--- src/hdl/mpsf_pkg.sv ---
// ----------------------------------------------------------------------------
// MIDI port-select framer package
// Shared types, mode codes and byte constants for the framer.
// ----------------------------------------------------------------------------
package mpsf_pkg;

	// Default number of output ports and depth of the job queue.
	localparam int NUM_PORTS_DEF   = 16;
	localparam int QUEUE_DEPTH_DEF = 2;

	// Adaptor mode codes.
	localparam logic [2:0] MODE_SOUND_MODULE    = 3'd0;
	localparam logic [2:0] MODE_SINGLE_PORT     = 3'd1;
	localparam logic [2:0] MODE_SINGLE_ADDRESSED = 3'd2;
	localparam logic [2:0] MODE_MULTI_BURST     = 3'd3;
	localparam logic [2:0] MODE_GENERIC         = 3'd4;

	// Configuration register indexes.
	localparam logic REG_ADAPTOR_MODE = 1'b0;
	localparam logic REG_IDLE_TIMEOUT = 1'b1;

	// Input opcodes.
	localparam logic OP_MIDI_BYTE = 1'b0;
	localparam logic OP_IDLE_TICK = 1'b1;

	// Byte constants of the framing scheme.
	localparam logic [7:0] BYTE_PORT_SELECT = 8'hF5;
	localparam logic [3:0] ADDR_LOW_NIBBLE  = 4'h8;
	localparam logic [7:0] ADDR_PORT_ZERO   = 8'h08;
	localparam logic [7:0] ADDR_PORT_ZERO_SUB = 8'hF8;
	localparam logic [7:0] STATUS_LOW       = 8'h80;
	localparam logic [7:0] STATUS_SYSTEM    = 8'hF0;

	// Reset values of the configuration registers.
	localparam logic [2:0]  ADAPTOR_MODE_RST = MODE_GENERIC;
	localparam logic [15:0] IDLE_TIMEOUT_RST = 16'd3000;

	typedef struct packed {
		logic [2:0]  adaptor_mode;
		logic [15:0] idle_timeout;
	} cfg_t;

	// One job: up to four bytes to send and the index of the final one.
	typedef struct packed {
		logic [3:0][7:0] bytes;
		logic [1:0]      last_idx;
	} job_t;

endpackage

--- src/hdl/mpsf_in_if.sv ---
// ----------------------------------------------------------------------------
// MIDI item channel
// Valid/ready channel carrying tagged MIDI bytes and idle ticks.
// ----------------------------------------------------------------------------
interface mpsf_in_if;
	logic       valid;
	logic       ready;
	logic       opcode;
	logic [3:0] port;
	logic [7:0] data_byte;
	logic       burst_start;

	modport source (output valid, output opcode, output port, output data_byte,
		output burst_start, input ready);
	modport sink (input valid, input opcode, input port, input data_byte,
		input burst_start, output ready);
endinterface

--- src/hdl/mpsf_out_if.sv ---
// ----------------------------------------------------------------------------
// Serial byte channel
// Valid/ready channel carrying framed bytes towards the transmitter.
// ----------------------------------------------------------------------------
interface mpsf_out_if;
	logic       valid;
	logic       ready;
	logic [7:0] tx_byte;
	logic       last;

	modport source (output valid, output tx_byte, output last, input ready);
	modport sink (input valid, input tx_byte, input last, output ready);
endinterface

--- src/hdl/mpsf_front.sv ---
// ----------------------------------------------------------------------------
// Framer front end
// Accepts words, keeps the port-select state and builds byte jobs.
// ----------------------------------------------------------------------------
module mpsf_front #(
	parameter int NUM_PORTS = 16
) (
	input  logic         clk,
	input  logic         arst_n,
	input  mpsf_pkg::cfg_t cfg,
	mpsf_in_if.sink      midi,
	output logic         push_valid,
	output mpsf_pkg::job_t push_job,
	input  logic         push_ready
);
	import mpsf_pkg::*;

	localparam int IDX_W = (NUM_PORTS > 1) ? $clog2(NUM_PORTS) : 1;

	logic [3:0]  current_port_q;
	logic        port_valid_q;
	logic [15:0] idle_ticks_q;
	logic [7:0]  running_status_q [NUM_PORTS];

	logic        accept;
	logic        port_in_range;
	logic        is_midi;
	logic        multi;
	logic        part_mode;
	logic        select;
	logic [3:0]  port_next;
	logic [7:0]  port_addr;
	logic [7:0]  rs_read;
	logic        is_channel_status;
	job_t        job;

	assign midi.ready = push_ready;
	assign accept = midi.valid && push_ready;
	assign port_in_range = {1'b0, midi.port} < 5'(NUM_PORTS);
	assign is_midi = (midi.opcode == OP_MIDI_BYTE) && port_in_range;
	assign multi = (cfg.adaptor_mode == MODE_MULTI_BURST);
	assign part_mode = (cfg.adaptor_mode == MODE_SOUND_MODULE) ||
		(cfg.adaptor_mode == MODE_GENERIC);
	assign select = midi.burst_start && part_mode && (!port_valid_q ||
		(current_port_q != midi.port) || (idle_ticks_q > cfg.idle_timeout));
	assign port_next = select ? midi.port : current_port_q;
	assign rs_read = running_status_q[midi.port[IDX_W-1:0]];
	assign is_channel_status = (midi.data_byte >= STATUS_LOW) &&
		(midi.data_byte < STATUS_SYSTEM);

	always_comb begin
		port_addr = {midi.port, ADDR_LOW_NIBBLE};
		if (port_addr == ADDR_PORT_ZERO) begin
			port_addr = ADDR_PORT_ZERO_SUB;
		end
	end

	always_comb begin
		job.bytes = '0;
		job.last_idx = 2'd0;
		if (multi) begin
			job.bytes[0] = port_addr;
			job.bytes[1] = midi.data_byte;
			job.last_idx = 2'd1;
		end else if (select) begin
			job.bytes[0] = BYTE_PORT_SELECT;
			job.bytes[1] = {4'd0, midi.port} + 8'd1;
			if (!midi.data_byte[7] && (cfg.adaptor_mode == MODE_SOUND_MODULE)) begin
				job.bytes[2] = rs_read;
				job.bytes[3] = midi.data_byte;
				job.last_idx = 2'd3;
			end else begin
				job.bytes[2] = midi.data_byte;
				job.last_idx = 2'd2;
			end
		end else begin
			job.bytes[0] = midi.data_byte;
		end
	end

	assign push_valid = midi.valid && is_midi;
	assign push_job = job;

	always_ff @(posedge clk or negedge arst_n) begin
		if (!arst_n) begin
			current_port_q <= '0;
			port_valid_q <= 1'b0;
			idle_ticks_q <= '0;
			for (int i = 0; i < NUM_PORTS; i++) begin
				running_status_q[i] <= STATUS_LOW;
			end
		end else if (accept) begin
			if (midi.opcode == OP_IDLE_TICK) begin
				if (idle_ticks_q != 16'hFFFF) begin
					idle_ticks_q <= idle_ticks_q + 16'd1;
				end
			end else if (is_midi && !multi) begin
				current_port_q <= port_next;
				if (select) begin
					port_valid_q <= 1'b1;
				end
				// The store goes to the selected port, which may differ from the word's.
				if (is_channel_status && (port_valid_q || select)) begin
					running_status_q[port_next[IDX_W-1:0]] <= midi.data_byte;
				end
				idle_ticks_q <= '0;
			end
		end
	end

endmodule

--- src/hdl/mpsf_queue.sv ---
// ----------------------------------------------------------------------------
// Framer job queue
// Small first-in first-out store of byte jobs between front and back end.
// ----------------------------------------------------------------------------
module mpsf_queue #(
	parameter int DEPTH = 2
) (
	input  logic           clk,
	input  logic           arst_n,
	input  logic           push,
	input  mpsf_pkg::job_t push_job,
	output logic           not_full,
	input  logic           pop,
	output mpsf_pkg::job_t pop_job,
	output logic           not_empty
);
	import mpsf_pkg::*;

	localparam int PTR_W = (DEPTH > 1) ? $clog2(DEPTH) : 1;
	localparam int CNT_W = $clog2(DEPTH + 1);

	job_t             mem_q [DEPTH];
	logic [PTR_W-1:0] wr_ptr_q;
	logic [PTR_W-1:0] rd_ptr_q;
	logic [CNT_W-1:0] count_q;
	logic             do_push;
	logic             do_pop;

	assign not_full = (count_q != CNT_W'(DEPTH));
	assign not_empty = (count_q != '0);
	assign do_push = push && not_full;
	assign do_pop = pop && not_empty;
	assign pop_job = mem_q[rd_ptr_q];

	always_ff @(posedge clk) begin
		if (do_push) begin
			mem_q[wr_ptr_q] <= push_job;
		end
	end

	always_ff @(posedge clk or negedge arst_n) begin
		if (!arst_n) begin
			wr_ptr_q <= '0;
			rd_ptr_q <= '0;
			count_q <= '0;
		end else begin
			if (do_push) begin
				wr_ptr_q <= (wr_ptr_q == PTR_W'(DEPTH - 1)) ? '0 : wr_ptr_q + PTR_W'(1);
			end
			if (do_pop) begin
				rd_ptr_q <= (rd_ptr_q == PTR_W'(DEPTH - 1)) ? '0 : rd_ptr_q + PTR_W'(1);
			end
			if (do_push && !do_pop) begin
				count_q <= count_q + CNT_W'(1);
			end else if (do_pop && !do_push) begin
				count_q <= count_q - CNT_W'(1);
			end
		end
	end

endmodule

--- src/hdl/mpsf_back.sv ---
// ----------------------------------------------------------------------------
// Framer back end
// Takes jobs from the queue and sends their bytes one word at a time.
// ----------------------------------------------------------------------------
module mpsf_back (
	input  logic           clk,
	input  logic           arst_n,
	input  logic           job_valid,
	input  mpsf_pkg::job_t job_in,
	output logic           job_pop,
	mpsf_out_if.source     serial
);
	import mpsf_pkg::*;

	job_t       job_q;
	logic [1:0] idx_q;
	logic       busy_q;
	logic       fire;
	logic       at_last;

	assign at_last = (idx_q == job_q.last_idx);
	assign fire = busy_q && serial.ready;
	assign job_pop = job_valid && (!busy_q || (fire && at_last));

	assign serial.valid = busy_q;
	assign serial.tx_byte = job_q.bytes[idx_q];
	assign serial.last = at_last;

	always_ff @(posedge clk) begin
		if (job_pop) begin
			job_q <= job_in;
		end
	end

	always_ff @(posedge clk or negedge arst_n) begin
		if (!arst_n) begin
			busy_q <= 1'b0;
			idx_q <= '0;
		end else if (job_pop) begin
			busy_q <= 1'b1;
			idx_q <= '0;
		end else if (fire) begin
			if (at_last) begin
				busy_q <= 1'b0;
			end else begin
				idx_q <= idx_q + 2'd1;
			end
		end
	end

endmodule

--- src/hdl/midi_port_select_framer_unit.sv ---
// ----------------------------------------------------------------------------
// MIDI port-select framer
// Turns port-tagged MIDI bytes into one framed serial byte stream.
// ----------------------------------------------------------------------------
//
//  Channel  Direction  Word contents
//  -------  ---------  ------------------------------------------------
//  midi     in         opcode, port, data_byte, burst_start
//  serial   out        tx_byte, last
//  cfg_*    in         register index and data, written when cfg_we is high
//
// A word on midi is taken whenever the job queue has room, so words may
// arrive back to back. Each MIDI byte word becomes a job of one to four
// bytes, and the back end sends one byte per cycle while serial is ready;
// a word therefore occupies the serial side for one byte slot per byte that
// it yields, and that single output byte slot sets the sustained rate. Idle
// ticks and words for ports beyond the configured count yield nothing.
// Reset clears the port-select state and sets every stored running status
// to 0x80; it takes effect at once, with no clearing pass. A stall on
// serial backs up through the queue to midi.ready only once the queue is
// full.
//
// The front end holds all port-select state and updates it as each word is
// accepted, so a following word always sees the effect of the one before.
// The queue then lets the two ends stall independently of each other.
//
module midi_port_select_framer_unit #(
	parameter int NUM_PORTS   = mpsf_pkg::NUM_PORTS_DEF,
	parameter int QUEUE_DEPTH = mpsf_pkg::QUEUE_DEPTH_DEF
) (
	input  logic        clk,
	input  logic        arst_n,
	mpsf_in_if.sink     midi,
	mpsf_out_if.source  serial,
	input  logic        cfg_we,
	input  logic        cfg_index,
	input  logic [15:0] cfg_data
);
	import mpsf_pkg::*;

	cfg_t cfg_q;
	logic push_valid;
	job_t push_job;
	logic not_full;
	logic pop;
	job_t pop_job;
	logic not_empty;

	// Configuration registers; the user must write them only while the framer is idle, which the block does not enforce.
	always_ff @(posedge clk or negedge arst_n) begin
		if (!arst_n) begin
			cfg_q.adaptor_mode <= ADAPTOR_MODE_RST;
			cfg_q.idle_timeout <= IDLE_TIMEOUT_RST;
		end else if (cfg_we) begin
			case (cfg_index)
				REG_ADAPTOR_MODE: cfg_q.adaptor_mode <= cfg_data[2:0];
				REG_IDLE_TIMEOUT: cfg_q.idle_timeout <= cfg_data;
				default: ;
			endcase
		end
	end

	// Front end: accepts words, applies the framing rules and builds jobs.
	mpsf_front #(
		.NUM_PORTS(NUM_PORTS)
	) u_front (
		.clk       (clk),
		.arst_n    (arst_n),
		.cfg       (cfg_q),
		.midi      (midi),
		.push_valid(push_valid),
		.push_job  (push_job),
		.push_ready(not_full)
	);

	// Queue of pending jobs between the two ends.
	mpsf_queue #(
		.DEPTH(QUEUE_DEPTH)
	) u_queue (
		.clk      (clk),
		.arst_n   (arst_n),
		.push     (push_valid),
		.push_job (push_job),
		.not_full (not_full),
		.pop      (pop),
		.pop_job  (pop_job),
		.not_empty(not_empty)
	);

	// Back end: sends each job's bytes, flagging the final one.
	mpsf_back u_back (
		.clk      (clk),
		.arst_n   (arst_n),
		.job_valid(not_empty),
		.job_in   (pop_job),
		.job_pop  (pop),
		.serial   (serial)
	);

endmodule

--- src/flat_wrapper.sv ---
// flat-port wrapper written by rule: the top's interface ports become plain ports
module midi_port_select_framer_unit_flat import mpsf_pkg::*;
#(
	parameter int NUM_PORTS   = mpsf_pkg::NUM_PORTS_DEF,
	parameter int QUEUE_DEPTH = mpsf_pkg::QUEUE_DEPTH_DEF
)
  (clk, arst_n, cfg_we, cfg_index, cfg_data, midi_valid, midi_opcode, midi_port, midi_data_byte, midi_burst_start, midi_ready, serial_valid, serial_tx_byte, serial_last, serial_ready);
  mpsf_in_if midi_i ();
  mpsf_out_if serial_i ();
  input  logic clk;
  input  logic arst_n;
  input  logic cfg_we;
  input  logic cfg_index;
  input  logic [15:0] cfg_data;
  input wire logic [$bits(midi_i.valid)-1:0] midi_valid;
  input wire logic [$bits(midi_i.opcode)-1:0] midi_opcode;
  input wire logic [$bits(midi_i.port)-1:0] midi_port;
  input wire logic [$bits(midi_i.data_byte)-1:0] midi_data_byte;
  input wire logic [$bits(midi_i.burst_start)-1:0] midi_burst_start;
  output wire logic [$bits(midi_i.ready)-1:0] midi_ready;
  output wire logic [$bits(serial_i.valid)-1:0] serial_valid;
  output wire logic [$bits(serial_i.tx_byte)-1:0] serial_tx_byte;
  output wire logic [$bits(serial_i.last)-1:0] serial_last;
  input wire logic [$bits(serial_i.ready)-1:0] serial_ready;
  assign midi_i.valid = midi_valid;
  assign midi_i.opcode = midi_opcode;
  assign midi_i.port = midi_port;
  assign midi_i.data_byte = midi_data_byte;
  assign midi_i.burst_start = midi_burst_start;
  assign midi_ready = midi_i.ready;
  assign serial_valid = serial_i.valid;
  assign serial_tx_byte = serial_i.tx_byte;
  assign serial_last = serial_i.last;
  assign serial_i.ready = serial_ready;
  midi_port_select_framer_unit #(.NUM_PORTS(NUM_PORTS), .QUEUE_DEPTH(QUEUE_DEPTH)) u_core (.clk(clk), .arst_n(arst_n), .midi(midi_i), .serial(serial_i), .cfg_we(cfg_we), .cfg_index(cfg_index), .cfg_data(cfg_data));
endmodule
--- config.mk ---
export PLATFORM = sky130hd
export DESIGN_NAME = midi_port_select_framer_unit_flat
export DESIGN_NICKNAME = d
export VERILOG_FILES = /design/src/hdl/mpsf_pkg.sv /design/src/hdl/mpsf_in_if.sv /design/src/hdl/mpsf_out_if.sv /design/src/hdl/mpsf_front.sv /design/src/hdl/mpsf_queue.sv /design/src/hdl/mpsf_back.sv /design/src/hdl/midi_port_select_framer_unit.sv /design/src/flat_wrapper.sv
export SDC_FILE = /design/constraint.sdc
export NUM_CORES = 1
export LEC_CHECK = 0
export ABC_AREA = 0
export BUFFER_PORTS_ARGS = -buffer_cell sky130_fd_sc_hd__buf_2
export CORE_MARGIN = 2
export CORE_UTILIZATION = 50
export CTS_CLUSTER_SIZE = 20
export DETAILED_ROUTE_END_ITERATION = 10
export GPL_TIMING_DRIVEN = 0
export PLACE_DENSITY_LB_ADDON = 0.15
export SLEW_MARGIN = 20
export SYNTH_ARGS = -nofsm -noshare
export SYNTH_HDL_FRONTEND = slang
export SYNTH_SLANG_ARGS = --single-unit
--- constraint.sdc ---
create_clock -name clk -period 3.4 [get_ports clk]
set_input_delay 0.17 -clock clk [delete_from_list [all_inputs] [get_ports clk]]
set_output_delay 0.17 -clock clk [all_outputs]
set_load 0.01 [all_outputs]
==> results.tsv <==
stage	metric	value	unit
cells_and_area	n_fill_cell	1848	
timing	finClkSkew	0.0125	ns
status	status	complete, but fails checks	
route	wire_per_inst	22.4	µm
die	die_y	164	µm
route	drt_first_pass_iters	5	
global_route	grt_max_degree	76	
die	coreArea	25200	µm²
timing	hold_violations	0	
placement	placedCellCount	1241	
global_route	antenna_found_initial	0	
global_route	grt_use_total	22.8	%
setup_path	arrival	3.83	ns
clock_network	cts_num_sinks	277	
setup_path	endpoint_kind	register	
timing	period_needed	3.41	ns
cells_and_area	syn_to_final_growth	22.9	%
synth	synth.avg_cell_area	14.9	µm²
cells_and_area	diodes	0	
route	drc	0	
clock_network	path_clk_slew	0.06	ns
status	violations	negative setup slack	
clock_network	cts_root_buf	clkbuf_16	
cells_and_area	fin_area	15800	µm²
placement	place.gp.congestion	0.836	
power	power_density	709	nW/µm²
route	wl	30400	µm
clock_network	clock_latency	0.54	ns
placement	hpwl	18600	µm
placement	io_buffers	40	
synth	synthTopCellsByArea	dfrtp_1, edfxtp_1, mux2_2, mux4_2, dfstp_2	
clock_network	htree_levels	1	
synth	synth_edf_count	102	
die	initial_core_util	51.0	%
synth	synthArstFlopShare	63.2	%
die	ioPinCount	47	
power	power.leakage	6.56	nW
route	route.antenna.remaining_nets	0	
route	dr.first_iter.drc_count	625	
cells_and_area	drive_gt1_share	42.9	%
die	die_w	164	µm
timing	fin_crit_sh	100	%
synth	yosys.area.top_type	dfrtp_1	
route	vias	7829	
timing	fmax	293	MHz
route	via_per_inst	5.78	
global_route	grt_pass1_wl	46400	µm
synth	netlist_instances	863	
timing	fin_ws	-0.0101	ns
placement	placed_cell_area	13600	µm²
global_route	grt_pass1_vias	7926	
timing	tns	-0.0165	ns
cells_and_area	nNetsFinal	1058	
power	ir_worst_vdd	498	µV
synth	synth_top_area_share	29.4	%
flow_run	drv_cap	0	
synth	synth_seq_area_share	58.2	%
die	die-area	27000	µm²
clock_network	cts_inserted_buffers	29	
synth	synth_top_flop_cell	dfrtp_1	
timing	max-slew-margin-rel	31.3	%
timing	worst-slew-pin-transition	1.03	ns
timing	rsz0062_at_grt	true	
setup_path	cp-start-kind	register	
timing	slew_violations	0	
setup_path	worstPathRequired	3.82	ns
die	fp-row-count	58	
min_path	hp-class	input pin to register	
cells_and_area	fin_cells	1355	
synth	ys_seq_elements	277	
clock_network	clk_path_buf_depth	3	
synth	synth_area	12800	µm²
clock_network	tritoncts	built	
power	p_total	11.2	mW
timing	setup_viol	2	
global_route	grt-ovfl-total	0	
synth	ys_types	57	
setup_path	crit_type	register to register	
synth	yosysWarnings	0	
setup_path	cp_max_fo	7	
## power by group
part | switching, mW | total (mW) | leakage [nW] | internal (mW)
Sequential | 0.451 | 4.94 | 3.22 | 4.49
Clock | 1.28 | 3.17 | 0.472 | 1.89
Combinational | 1.41 | 3.08 | 2.87 | 1.67
Total | 3.14 | 11.2 | 6.56 | 8.05
## metrics by stage
stage / worst slack [ns] / hold slack (ns) / utilization, %
2_1_floorplan: 0.105 / -0.126 / -
3_3_place_gp: -0.725 / 0.403 / 53.5
3_5_place_dp: -0.606 / 0.0676 / 54.2
4_1_cts: -0.0611 / 0.0283 / 60.7
5_1_grt: -0.102 / 0.0522 / 62.7
6_report: -0.0101 / 0.0506 / 62.7
## cell usage in the layout (no fill, tap or decap), types with 5 or more instances in the layout
cell | netlist | final
ha_1 | 20 | 16
buf_2 | 4 | 43
buf_12 | 0 | 9
or2_2 | 15 | 15
dlygate4sd3_1 | 0 | 19
and3_1 | 10 | 10
nand4_1 | 6 | 6
a211oi_4 | 4 | 13
mux4_2 | 48 | 48
nand3_1 | 8 | 8
a21oi_1 | 14 | 14
mux2_2 | 169 | 86
buf_1 | 10 | 8
clkbuf_1 | 30 | 37
nor3_1 | 9 | 7
nand2b_1 | 13 | 13
o21ai_0 | 12 | 11
xnor2_1 | 9 | 9
dfstp_2 | 24 | 24
and2_1 | 6 | 5
xor2_1 | 16 | 16
inv_1 | 25 | 24
edfxtp_1 | 102 | 102
dfrtp_1 | 151 | 151
clkbuf_16 | 0 | 29
buf_6 | 0 | 12
buf_4 | 1 | 23
nand2_1 | 40 | 40
clkbuf_8 | 0 | 7
mux2i_1 | 11 | 11
mux2_4 | 0 | 83
nor2_1 | 41 | 40
## synthesized netlist by cell type (3+ instances only)
master    count
inv_1        25
nand2_1      40
and2_1        6
o21bai_1      4
a211oi_2      9
dfrtp_1     151
o211ai_1      4
buf_2         4
nor3_1        9
a311oi_1      4
or3_1         3
mux2_2      169
mux4_2       48
nor2_1       41
nor2b_1       3
and3_1       10
buf_1        10
o22ai_1       3
nand4_1       6
nand3_1       8
nand2b_1     13
mux2i_1      11
a41oi_1       3
o221ai_2      4
or2_2        15
edfxtp_1    102
dfstp_2      24
clkbuf_1     30
a21oi_1      14
xnor2_1       9
o21ai_0      12
xor2_1       16
ha_1         20
a211oi_1      4
a211oi_4      4
## layout make-up
class                   instances  area, µm²  area share, %
plain buffers                  44        178           1.13
clock buffers                  46        863           5.47
clock inverters                 8       97.6          0.618
inverters                      25       93.8          0.594
multi-input cells             517       5660           35.8
flip-flops and latches        277       7470           47.3
well taps                     330        413           2.62
repair buffers                108       1010           6.40
## routing by layer
metal / global-route usage [%] / routed length, µm / up-vias
met4: 6.86 / 746 / 0
met2: 36.6 / 14500 / 221
li1: - / - / 3502
met1: 32.4 / 13800 / 4055
met5: 0 / 0 / -
met3: 3.23 / 1360 / 51
## final timing paths
path / startpoint / endpoint / slack (ns) / cells past startpoint
min in group asynchronous: arst_n / u_core.u_front.running_status_q[25] / 0.10 / 2
max: u_core.cfg_q[9] / u_core.u_front.running_status_q[30] / -0.01 / 12
max reg2reg: u_core.cfg_q[9] / u_core.u_front.running_status_q[30] / -0.01 / 12
min: cfg_index / u_core.cfg_q[17] / 0.05 / 3
min reg2reg: u_core.u_front.running_status_q[39] / u_core.u_front.running_status_q[39] / 0.49 / 1
max in group asynchronous: arst_n / u_core.u_front.running_status_q[23] / 2.27 / 4
## kinds of logic (layout without fill, tap and decap cells)
| family | Yosys count | after routing | synth area share, % |
|---|---|---|---|
| compound gates | 78 | 78 | 5.50 |
| xor+xnor | 25 | 25 | 1.70 |
| fa+ha+maj | 20 | 20 | 1.95 |
| buf+inv | 70 | 231 | 2.11 |
| flops | 277 | 277 | 58.2 |
| mux | 228 | 228 | 24.1 |
| other cells | 1 | 2 | 0.0292 |
| simple gates | 164 | 164 | 6.43 |
## timing repair
action                                 4_1_cts  5_1_grt
pin swaps                                   16       18
hold buffers                                19        0
endpoints found under the hold margin      109        0
setup endpoints to repair                  148      140
resized for setup                           25      105
setup buffers                               35        7
## flip-flops by register name (all words and copies together), names as in the netlist
name / count
u_core.u_queue.count_q: 2
u_core.u_queue.wr_ptr_q: 1
u_core.u_front.current_port_q: 4
u_core.u_front.port_valid_q: 1
u_core.u_queue.rd_ptr_q: 1
u_core.u_back.serial.valid: 1
u_core.u_front.idle_ticks_q: 16
u_core.u_back.job_q: 34
u_core.u_back.idx_q: 2
u_core.u_queue.mem_q: 68
u_core.u_front.running_status_q: 128
u_core.cfg_q: 19
## critical path: stages (launching register included)
cell,delay [ns]
dfstp_2,0.55
inv_2,0.05
ha_4,0.25
nand4_1,0.15
or3_4,0.45
a21o_4,0.24
a31oi_4,0.30
buf_6,0.16
buf_6,0.09
o211ai_4,0.14
a211oi_4,0.41
buf_6,0.19
mux2_4,0.30
Note: power is estimated with default switching activity, not from simulation.
